--- src/hw/rtl/odd_even_merge_sorting_network_unit_assert.svh ---
// assertion macros for the odd-even merge sorting network unit
// expects clk_i and rst_ni in the scope where a macro is used
`ifndef ODD_EVEN_MERGE_SORTING_NETWORK_UNIT_ASSERT_SVH
`define ODD_EVEN_MERGE_SORTING_NETWORK_UNIT_ASSERT_SVH

// same-cycle implication, checked out of reset only
`define OEMS_ASSERT_IMPL(label, ante, cons) \
  label: assert property (@(posedge clk_i) disable iff (!rst_ni) (ante) |-> (cons)) \
    else $error("oems assertion failed");

// next-cycle implication, checked out of reset only
`define OEMS_ASSERT_NEXT(label, ante, cons) \
  label: assert property (@(posedge clk_i) disable iff (!rst_ni) (ante) |=> (cons)) \
    else $error("oems assertion failed");

`endif

--- src/hw/rtl/oems_pkg.sv ---
// constants and elaboration-time network builder for the sorting network
// no dependencies
package oems_pkg;

  localparam int DATA_W      = 64;
  localparam int MAX_KEYS    = 16;
  localparam int MAX_CMPS    = 128;
  localparam int STACK_DEPTH = 64;

  // work-list frame kinds
  localparam int K_SORT  = 0;
  localparam int K_MERGE = 1;
  localparam int K_TAIL  = 2;

  // query codes
  localparam int Q_NCMP    = 0;
  localparam int Q_NSTAGE  = 1;
  localparam int Q_PARTNER = 2;

  // builds the comparator list for n keys in recursion order, assigns
  // greedy stages, then answers one query
  // partner query: arg0 = stage, arg1 = position, result -1 if unused
  function automatic int oems_query(input int n, input int what, input int arg0,
                                    input int arg1);
    int lo_a [MAX_CMPS];
    int hi_a [MAX_CMPS];
    int st_a [MAX_CMPS];
    int last [MAX_KEYS];
    int fk [STACK_DEPTH];
    int fp [STACK_DEPTH];
    int fq [STACK_DEPTH];
    int fd [STACK_DEPTH];
    int fn [STACK_DEPTH];
    int fm [STACK_DEPTH];
    int ta [MAX_KEYS];
    int tb [MAX_KEYS];
    int tcnt;
    int sp;
    int ncmp;
    int nstage;
    int half;
    int hn;
    int hm;
    int k;
    int c;
    int s;
    int p;
    int q;
    int d;
    int nn;
    int mm;
    int kind;
    int res;
    ncmp = 0;
    sp = 0;
    fk[0] = K_SORT; fp[0] = 0; fq[0] = 0; fd[0] = 1; fn[0] = n; fm[0] = 0;
    sp = 1;
    while (sp > 0) begin
      sp = sp - 1;
      kind = fk[sp]; p = fp[sp]; q = fq[sp]; d = fd[sp]; nn = fn[sp]; mm = fm[sp];
      tcnt = 0;
      if (kind == K_SORT) begin
        if (nn == 2) begin
          ta[0] = p; tb[0] = p + 1; tcnt = 1;
        end else if (nn > 2 && sp + 3 <= STACK_DEPTH) begin
          half = nn - nn / 2;
          fk[sp] = K_MERGE; fp[sp] = p; fq[sp] = p + half; fd[sp] = 1;
          fn[sp] = half; fm[sp] = nn - half; sp = sp + 1;
          fk[sp] = K_SORT; fp[sp] = p + half; fq[sp] = 0; fd[sp] = 1;
          fn[sp] = nn - half; fm[sp] = 0; sp = sp + 1;
          fk[sp] = K_SORT; fp[sp] = p; fq[sp] = 0; fd[sp] = 1;
          fn[sp] = half; fm[sp] = 0; sp = sp + 1;
        end
      end else if (kind == K_MERGE) begin
        if (nn == 1 && mm == 1) begin
          ta[0] = p; tb[0] = q; tcnt = 1;
        end else if (nn != 0 && mm != 0 && sp + 3 <= STACK_DEPTH) begin
          hn = nn - nn / 2;
          hm = mm - mm / 2;
          fk[sp] = K_TAIL; fp[sp] = p; fq[sp] = q; fd[sp] = d;
          fn[sp] = nn; fm[sp] = mm; sp = sp + 1;
          fk[sp] = K_MERGE; fp[sp] = p + d; fq[sp] = q + d; fd[sp] = 2 * d;
          fn[sp] = nn - hn; fm[sp] = mm - hm; sp = sp + 1;
          fk[sp] = K_MERGE; fp[sp] = p; fq[sp] = q; fd[sp] = 2 * d;
          fn[sp] = hn; fm[sp] = hm; sp = sp + 1;
        end
      end else begin
        for (k = 1; k < nn - 1; k += 2) begin
          if (tcnt < MAX_KEYS) begin
            ta[tcnt] = p + d * k; tb[tcnt] = p + d * (k + 1); tcnt = tcnt + 1;
          end
        end
        if (nn % 2 == 0) begin
          if (tcnt < MAX_KEYS) begin
            ta[tcnt] = p + d * (nn - 1); tb[tcnt] = q; tcnt = tcnt + 1;
          end
          k = 1;
        end else begin
          k = 0;
        end
        for (; k < mm - 1; k += 2) begin
          if (tcnt < MAX_KEYS) begin
            ta[tcnt] = q + d * k; tb[tcnt] = q + d * (k + 1); tcnt = tcnt + 1;
          end
        end
      end
      for (c = 0; c < tcnt; c++) begin
        if (ncmp < MAX_CMPS && ta[c] >= 0 && tb[c] >= 0 && ta[c] < n && tb[c] < n) begin
          lo_a[ncmp] = ta[c];
          hi_a[ncmp] = tb[c];
          ncmp = ncmp + 1;
        end
      end
    end
    // greedy stage assignment keeps every wire dependence
    for (c = 0; c < MAX_KEYS; c++) begin
      last[c] = 0;
    end
    nstage = 0;
    for (c = 0; c < ncmp; c++) begin
      s = (last[lo_a[c]] > last[hi_a[c]]) ? last[lo_a[c]] : last[hi_a[c]];
      st_a[c] = s;
      last[lo_a[c]] = s + 1;
      last[hi_a[c]] = s + 1;
      if (s + 1 > nstage) begin
        nstage = s + 1;
      end
    end
    res = -1;
    if (what == Q_NCMP) begin
      res = ncmp;
    end else if (what == Q_NSTAGE) begin
      res = nstage;
    end else begin
      for (c = 0; c < ncmp; c++) begin
        if (st_a[c] == arg0) begin
          if (lo_a[c] == arg1) res = hi_a[c];
          if (hi_a[c] == arg1) res = lo_a[c];
        end
      end
    end
    return res;
  endfunction

endpackage

--- src/hw/rtl/oems_load_stage.sv ---
// input register stage: unpacks the beat into the key vector
// depends on oems_pkg; bits past the 64-bit word read as one
module oems_load_stage #(
  parameter int NUM_KEYS  = 8,
  parameter int KEY_WIDTH = 8
) (
  input  logic                            clk_i,
  input  logic                            rst_ni,
  input  logic                            in_valid_i,
  output logic                            in_ready_o,
  input  logic [oems_pkg::DATA_W-1:0]     in_keys_i,
  output logic                            out_valid_o,
  input  logic                            out_ready_i,
  output logic [NUM_KEYS*KEY_WIDTH-1:0]   out_keys_o
);
  import oems_pkg::*;

  localparam int VecW = NUM_KEYS * KEY_WIDTH;

  logic [VecW-1:0] ext_keys;
  logic [VecW-1:0] keys_q;
  logic            valid_q, valid_d;

  for (genvar b = 0; b < VecW; b++) begin : g_bit
    if (b < DATA_W) begin : g_in
      assign ext_keys[b] = in_keys_i[b];
    end else begin : g_fill
      assign ext_keys[b] = 1'b1;
    end
  end

  assign in_ready_o = !valid_q || out_ready_i;
  assign valid_d    = in_ready_o ? in_valid_i : valid_q;

  always_ff @(posedge clk_i or negedge rst_ni) begin
    if (!rst_ni) begin
      valid_q <= 1'b0;
    end else begin
      valid_q <= valid_d;
    end
  end

  always_ff @(posedge clk_i) begin
    if (in_valid_i && in_ready_o) begin
      keys_q <= ext_keys;
    end
  end

  assign out_valid_o = valid_q;
  assign out_keys_o  = keys_q;

endmodule

--- src/hw/rtl/oems_cmp_stage.sv ---
// one comparator layer of the network followed by its pipeline register
// depends on oems_pkg for the elaboration-time partner table
module oems_cmp_stage #(
  parameter int NUM_KEYS  = 8,
  parameter int KEY_WIDTH = 8,
  parameter int STAGE     = 0
) (
  input  logic                          clk_i,
  input  logic                          rst_ni,
  input  logic                          in_valid_i,
  output logic                          in_ready_o,
  input  logic [NUM_KEYS*KEY_WIDTH-1:0] in_keys_i,
  output logic                          out_valid_o,
  input  logic                          out_ready_i,
  output logic [NUM_KEYS*KEY_WIDTH-1:0] out_keys_o
);
  import oems_pkg::*;

  localparam int VecW = NUM_KEYS * KEY_WIDTH;

  logic [VecW-1:0] layer_keys;
  logic [VecW-1:0] keys_q;
  logic            valid_q, valid_d;

  for (genvar i = 0; i < NUM_KEYS; i++) begin : g_pos
    localparam int Partner = oems_query(NUM_KEYS, Q_PARTNER, STAGE, i);
    if (Partner < 0) begin : g_pass
      assign layer_keys[i*KEY_WIDTH +: KEY_WIDTH] = in_keys_i[i*KEY_WIDTH +: KEY_WIDTH];
    end else begin : g_cmp
      logic [KEY_WIDTH-1:0] own_key, other_key;
      logic                 own_lower;
      assign own_key   = in_keys_i[i*KEY_WIDTH +: KEY_WIDTH];
      assign other_key = in_keys_i[Partner*KEY_WIDTH +: KEY_WIDTH];
      assign own_lower = (own_key < other_key);
      if (i < Partner) begin : g_min
        assign layer_keys[i*KEY_WIDTH +: KEY_WIDTH] = own_lower ? own_key : other_key;
      end else begin : g_max
        assign layer_keys[i*KEY_WIDTH +: KEY_WIDTH] = own_lower ? other_key : own_key;
      end
    end
  end

  assign in_ready_o = !valid_q || out_ready_i;
  assign valid_d    = in_ready_o ? in_valid_i : valid_q;

  always_ff @(posedge clk_i or negedge rst_ni) begin
    if (!rst_ni) begin
      valid_q <= 1'b0;
    end else begin
      valid_q <= valid_d;
    end
  end

  always_ff @(posedge clk_i) begin
    if (in_valid_i && in_ready_o) begin
      keys_q <= layer_keys;
    end
  end

  assign out_valid_o = valid_q;
  assign out_keys_o  = keys_q;

endmodule

--- src/hw/rtl/odd_even_merge_sorting_network_unit.sv ---
// pipeline: the load register, then a registered comparator layer for each greedy stage
// throughput: one beat per cycle while the output side is ready, each stage register holds one key vector
// stages move independently, so a bubble is squeezed out under backpressure
// reset: clears every stage valid bit, key registers are not reset
// depends on oems_pkg, oems_load_stage, oems_cmp_stage and the assert header
`include "odd_even_merge_sorting_network_unit_assert.svh"

module odd_even_merge_sorting_network_unit #(
  parameter int NUM_KEYS  = 8,
  parameter int KEY_WIDTH = 8
) (
  input  logic                        clk_i,
  input  logic                        rst_ni,
  // input beats
  input  logic                        s_axis_tvalid_i,
  output logic                        s_axis_tready_o,
  input  logic [oems_pkg::DATA_W-1:0] s_axis_tdata_i,  // keys_in[63:0]
  // result beats
  output logic                        m_axis_tvalid_o,
  input  logic                        m_axis_tready_i,
  output logic [oems_pkg::DATA_W-1:0] m_axis_tdata_o   // keys_sorted[63:0]
);
  import oems_pkg::*;

  // width of the internal key vector, may exceed the 64-bit word
  localparam int VecW      = NUM_KEYS * KEY_WIDTH;
  // comparator layers built at elaboration by the batcher split and merge
  localparam int NumStages = oems_query(NUM_KEYS, Q_NSTAGE, 0, 0);
  // keys that fit entirely into the output word
  localparam int FullKeys  = (NUM_KEYS < DATA_W / KEY_WIDTH) ? NUM_KEYS : DATA_W / KEY_WIDTH;

  // register i holds the vector after i comparator layers
  logic [VecW-1:0] stage_keys  [NumStages+1];
  logic            stage_valid [NumStages+1];
  // ready seen by the output side of register i
  logic            stage_ready [NumStages+1];

  // load stage: unpack and fill the missing high bits with ones
  oems_load_stage #(
    .NUM_KEYS  (NUM_KEYS),
    .KEY_WIDTH (KEY_WIDTH)
  ) u_load (
    .clk_i       (clk_i),
    .rst_ni      (rst_ni),
    .in_valid_i  (s_axis_tvalid_i),
    .in_ready_o  (s_axis_tready_o),
    .in_keys_i   (s_axis_tdata_i),
    .out_valid_o (stage_valid[0]),
    .out_ready_i (stage_ready[0]),
    .out_keys_o  (stage_keys[0])
  );

  // one registered comparator layer per greedy stage
  for (genvar s = 0; s < NumStages; s++) begin : g_stage
    oems_cmp_stage #(
      .NUM_KEYS  (NUM_KEYS),
      .KEY_WIDTH (KEY_WIDTH),
      .STAGE     (s)
    ) u_cmp (
      .clk_i       (clk_i),
      .rst_ni      (rst_ni),
      .in_valid_i  (stage_valid[s]),
      .in_ready_o  (stage_ready[s]),
      .in_keys_i   (stage_keys[s]),
      .out_valid_o (stage_valid[s+1]),
      .out_ready_i (stage_ready[s+1]),
      .out_keys_o  (stage_keys[s+1])
    );
  end

  // last register doubles as the output register
  assign stage_ready[NumStages] = m_axis_tready_i;
  assign m_axis_tvalid_o        = stage_valid[NumStages];

  // sorted positions above bit 63 are dropped, unused high bits read zero
  if (VecW >= DATA_W) begin : g_out_trunc
    assign m_axis_tdata_o = stage_keys[NumStages][DATA_W-1:0];
  end else begin : g_out_ext
    assign m_axis_tdata_o = {{(DATA_W-VecW){1'b0}}, stage_keys[NumStages]};
  end

  // ascending order check over the keys that are whole in the output word
  logic [FullKeys-1:0] order_ok;
  assign order_ok[FullKeys-1] = 1'b1;
  for (genvar i = 0; i < FullKeys - 1; i++) begin : g_order
    assign order_ok[i] = (m_axis_tdata_o[i*KEY_WIDTH +: KEY_WIDTH]
                          <= m_axis_tdata_o[(i+1)*KEY_WIDTH +: KEY_WIDTH]);
  end

  // an empty output register never blocks the input side
  `OEMS_ASSERT_IMPL(a_ready_when_drained, !m_axis_tvalid_o, s_axis_tready_o)
  // an accepted beat always lands in the load register
  `OEMS_ASSERT_NEXT(a_accept_lands, s_axis_tvalid_i && s_axis_tready_o, stage_valid[0])
  // every result beat leaves the network with its whole keys in ascending order
  `OEMS_ASSERT_IMPL(a_out_sorted, m_axis_tvalid_o, &order_ok)

endmodule
--- config.mk ---
export PLATFORM = sky130hd
export DESIGN_NAME = odd_even_merge_sorting_network_unit
export DESIGN_NICKNAME = d
export VERILOG_FILES = /design/src/hw/rtl/oems_pkg.sv /design/src/hw/rtl/oems_load_stage.sv /design/src/hw/rtl/oems_cmp_stage.sv /design/src/hw/rtl/odd_even_merge_sorting_network_unit.sv
export VERILOG_INCLUDE_DIRS = /design/src /design/src/hw/rtl
export SDC_FILE = /design/constraint.sdc
export NUM_CORES = 1
export LEC_CHECK = 0
export BUFFER_PORTS_ARGS = -buffer_cell sky130_fd_sc_hd__buf_2
export CAP_MARGIN = 20
export CELL_PAD_IN_SITES_DETAIL_PLACEMENT = 0
export CELL_PAD_IN_SITES_GLOBAL_PLACEMENT = 1
export CORE_MARGIN = 8
export CORE_UTILIZATION = 55
export CTS_CLUSTER_DIAMETER = 120
export DETAILED_ROUTE_END_ITERATION = 8
export PLACE_DENSITY_LB_ADDON = 0.1
export SYNTH_ARGS = -nofsm -noshare
export SYNTH_HDL_FRONTEND = slang
export SYNTH_SLANG_ARGS = --single-unit
--- constraint.sdc ---
create_clock -name clk_i -period 8.85 [get_ports clk_i]
set_input_delay 1.77 -clock clk_i [delete_from_list [all_inputs] [get_ports clk_i]]
set_output_delay 1.77 -clock clk_i [all_outputs]
set_load 0.01 [all_outputs]
== Word-level counts from Yosys, hierarchy flattened ==
Index checks and enable logic that the tools add are counted.
Widths: inputs -> output; s select.
Cells by class
  magnitude comparators: 38
  multiplexer cells: 38
  reduce and logical (&&, ||, !) cells: 21
Operators with widths (number)
  $lt 8x8->1: 38
  $mux 8: 38
  $logic_and 1x1->1: 7
  $logic_not 1->1: 7
  $logic_or 1x1->1: 7
Storage, ports and cells
  bits in registers: 455
  output and inout bits: 66
  logic and storage cells: 111

== Longest topological paths before layout ==
  depth after elaboration: 9
  mapped depth: 7
  gate-level depth less buffers: 7

== Modules after synthesis ==
A second synthesis with hierarchy kept.
Second synthesis, totals
  cells, all modules: 1374
  area, all modules: 21612.0 um^2
Modules (own cells, without submodules)
  oems_cmp_stage at g_stage[0].u_cmp ...: instances 3, cells each 260, area an instance 3617.2 um^2, sequential area each 1946.9 um^2
  oems_cmp_stage at g_stage[3].u_cmp ...: instances 2, cells each 164, area an instance 2791.4 um^2, sequential area each 1946.9 um^2
  oems_cmp_stage at g_stage[5].u_cmp: instances 1, cells each 198, area an instance 3201.8 um^2, sequential area each 1946.9 um^2
  oems_load_stage: instances 1, cells each 68, area an instance 1975.6 um^2, sequential area each 1946.9 um^2

== Least setup slack after synthesis ==
OpenSTA, ideal clock, no wires.
  path type: input-to-reg
  start point: in m_axis_tready_i
  end point: reg g_stage[4].u_cmp.keys_q[0], enable pin
  setup time: 0.584 ns
  data arrival time: 6.522 ns
  required time: 8.266 ns
  slack: 1.744 ns
  stages on the path: 2
  path buffers: 0
  cells stage by stage: nor2b_1 a21boi_0
On the way
  longest elaborated chain between the ends: 3
Ends and longest elaborated chain
  from (decl): line odd_even_merge_sorting_network_unit.sv:20  | input logic m_axis_tready_i,
  $logic_or 1x1->1 (2 in a row): line oems_cmp_stage.sv:43  | assign in_ready_o = !valid_q || out_ready_i;
  $logic_and 1x1->1: line oems_cmp_stage.sv:55  | if (in_valid_i && in_ready_o) begin
  to (signal assigned): line oems_cmp_stage.sv:56  | keys_q <= layer_keys;
  to (decl): line oems_cmp_stage.sv:22  | logic [VecW-1:0] keys_q;
Every way passes these cells.
A chain may end at the register's enable or synchronous reset.

== Worst setup path in the final report ==
  start point: in m_axis_tready_i
  end point: out s_axis_tready_o
On the way
  longest elaborated chain between the ends: 7
Ends and longest elaborated chain
  $logic_or 1x1->1 (6 in a row): line oems_cmp_stage.sv:43
  $logic_or 1x1->1: line oems_load_stage.sv:32  | assign in_ready_o = !valid_q || out_ready_i;
  to (decl): line odd_even_merge_sorting_network_unit.sv:16  | output logic s_axis_tready_o,
Every way passes these cells.

==> results.md <==
* Slowest CP cell: nor2b_1
* Number of global-route vias before repair at 11,400
* Worst hold slack at 0.412 ns
* Fin. Hold Viols at 0
* Syn nets at 1,523
* Clock Sinks at 455
* Area Growth Syn to Fin at 13.1%
* Yosys warning total at 0
* Clk Latency, worst-skew pair at 0.56 ns
* Final worst path period need at around 5 ns
* Met3 usage at 2.85%
* DIE AREA at 45,700 sq um
* Detailed Place HPWL at 27,800 microns
* Worst-path clk slew at 0.06 ns
* Met2 Use GR at 29.2%
* Total number of vias at 10,900
* Setup WS pre-CTS at approximately 3.8 ns
* Synth top area share at 62.5%
* Gr usage total at 16.6%
* Critical path origin: m_axis_tready_i
* Synth area leaders: edfxtp_1 63%, mux2_2 16%, ha_1 8.8%
* Die Span Y at roughly 210 microns
* Clock Tree Buf Depth at 3
* Critical Path Most Common Cell: buf_2
* Pwr dens at 337 nW/um^2
* Max VDD drop at 167 uV
* # hold bufs at CTS at 0
* Finished Cell Area at 24,300 sq um
* Critical path class: in2out
* Layout cell share with drive strength beyond 1 at 37.5%
* Row Count at 72
* Clock Skew at 0.0183 ns
* Post-Place Cell Area at 22,900 sq um
* Die width at about 210 microns
* PnR worst setup slack at 3.84 ns
* Drt pass-1 iters at 4
* Area leader, netlist: edfxtp_1
* DRC errors left at 0
* Worst reg2reg path startpoint: g_stage[5].u_cmp.out_valid_o$_DFFE_PN0P_
* Diode count at 0
* CP top delay family: simple AND/OR/NAND/NOR gates
* Critical path buffer and inverter count at 2
* Worst slew pin tran at between 0.8 and 0.9 ns
* CTS H-Tree Depth at 2
* Overflow after GRT at 0
* Hold depth at 0
* Critical Path Start Type: input pin
* Final wirelength at 37,100 microns
* CTS tree: yes
* Setup TNS at 0 ns
* Pin count of the biggest net entering global routing at 65
* Nets at 1,711
* Inserted Clock Buffers at 46
* CTS resizes at 0
* Initial DRC count at 376
* FF-to-FF path depth at 6
* Met1 usage at 20.3%
* Synthesized area at 21,500 sq um
* R2R Setup Slk at 6.35 ns
* WP data arrival at 3.24 ns
* Leakage at 9.38 nW
* Vias per std cell at approximately 5.3
* Hold Path Class: reg2reg
* Antenna violations before repair at 0
* WL per Instance at 18.1 microns
* RSZ-0062 raised after global routing: false
* Utilization after layout at 63.0%
* Finished Layout Cells at about 2,000
* Placed Cells at 1,961
* Worst path max stage delay at 0.46 ns
* CP Capture Type: output pin
* Tcrit/Tclk final at a little under three fifths
* Worst hold start: g_stage[2].u_cmp.out_keys_o[62]$_DFFE_PP_
* Status: complete, no violations
* Io pins at 134
* R2R Path End: u_load.out_keys_o[53]$_DFFE_PP_
* Syn Inst Count at between 1,000 and 1,500
* Most Crowded Layer GR: met2
* Number of routed nets with antenna violations at 0
* Endpoint, Worst Hold: g_stage[3].u_cmp.out_keys_o[62]$_DFFE_PP_
* Required @ worst endpoint at 7.08 ns
* Final Setup Violations at 0
* Final GP Congestion at between 0.8 and 0.9
* Seq/Total Area, Yosys at 63.3%
* Post-synthesis register bit count at 455
* Syn Area/Cell at 16.5 sq um
* Clock tree root driver cell: clkbuf_16
* Buffers on Ports at ~130
* Max_cap viols at 0
* Core ar. at between 30,000 and 40,000 sq um
* Slew HR at 46.6%
* CP max FO at 6
* Initial Util at 55.7%
* Crit-path cells: buf_2 -> nor2b_1 -> nand4_1 -> nor2_1 -> nand3_1 -> buf_2
* Pins Over Slew Limit at 0
* Post-CTS Setup Inserts at 0
* Total power draw at 8.20 mW
* Fmax at 200 MHz
* Yosys cell types at 29
* First-pass GRT wire length at 59,700 microns
-- worst max path at each step --
stage / end / slack [ns] / cells after the start
2_1_floorplan: g_stage[4].u_cmp.out_keys_o[0]$_DFFE_PP_ / 1.74 / 2
3_3_place_gp: s_axis_tready_o / 3.87 / 6
3_5_place_dp: s_axis_tready_o / 3.84 / 6
4_1_cts: s_axis_tready_o / 3.83 / 6
5_1_grt: s_axis_tready_o / 3.66 / 6
6_report: s_axis_tready_o / 3.84 / 6
-- kinds of logic after synthesis --
family,after synthesis,share of synthesized area (%)
flip-flops,455,63.3
buffers and inverters,154,2.69
adder cells (fa/ha/maj),152,8.84
AND/OR/NAND/NOR,121,3.99
multiplexers,304,15.9
AO/OA/AOI/OAI,117,5.23
-- power by group --
group | total, mW | leakage [nW] | internal (mW) | switching, mW
logic | 2.61 | 4.25 | 1.35 | 1.26
registers | 3.78 | 4.44 | 3.37 | 0.403
clock network | 1.82 | 0.686 | 1.06 | 0.761
-- cells in the mapped netlist (all sizes together) --
cell type and instances:
mux2 304, o211ai 18, a211oi 20, nand4 37, nor2b 21, o21ai 20, nor2 21, o32ai 12
a21boi 1, nand2b 3, and2 4, nor3 18, or3 1, nand2 5, o31ai 6, o311ai 1
ha 152, dfrtp 7, a21oi 38, or2 8, and4 1, edfxtp 448, inv 154, nand3 2
a21o 1
-- placed cells by master, fill, tap and decap left out, types with 7 or more instances in the layout --
cell,synthesis,routed
or2_2,8,8
nand4_1,37,37
dfrtp_1,7,7
nor3_4,15,15
buf_4,0,7
inv_1,154,154
ha_1,152,152
o32ai_4,12,12
nor2b_1,21,19
o211ai_1,18,18
edfxtp_1,448,448
clkinv_1,0,12
clkbuf_16,0,47
a211oi_1,18,18
clkbuf_1,0,8
nor2_1,21,21
clkinv_2,0,7
mux2_2,304,304
o21ai_0,19,19
buf_2,0,133
a21oi_2,11,11
a21oi_1,27,27
-- layout make-up --
| cell class | instances | area (sq um) |
|---|---|---|
| inverters | 154 | 578 |
| well taps | 518 | 648 |
| flip-flops and latches | 455 | 13600 |
| clock buffers | 55 | 1210 |
| clock inverters | 28 | 218 |
| repair buffers | 140 | 718 |
| fillers | 2853 | 14300 |
| multi-input cells | 694 | 7340 |
-- flip-flops by register name, indices dropped and copies added (netlist names) --
signal / count
g_stage.u_cmp.out_keys_o: 384
g_stage.u_cmp.out_valid_o: 6
u_load.out_keys_o: 64
u_load.out_valid_o: 1
-- per-layer routing --
layer  vias up  part of all wire (%)
met5         -                     0
met4         0                   3.1
met3        76                   3.8
met2       173                    50
met1      5250                    43
li1       5418                     -
No activity file was read; power rests on OpenSTA's default activity.
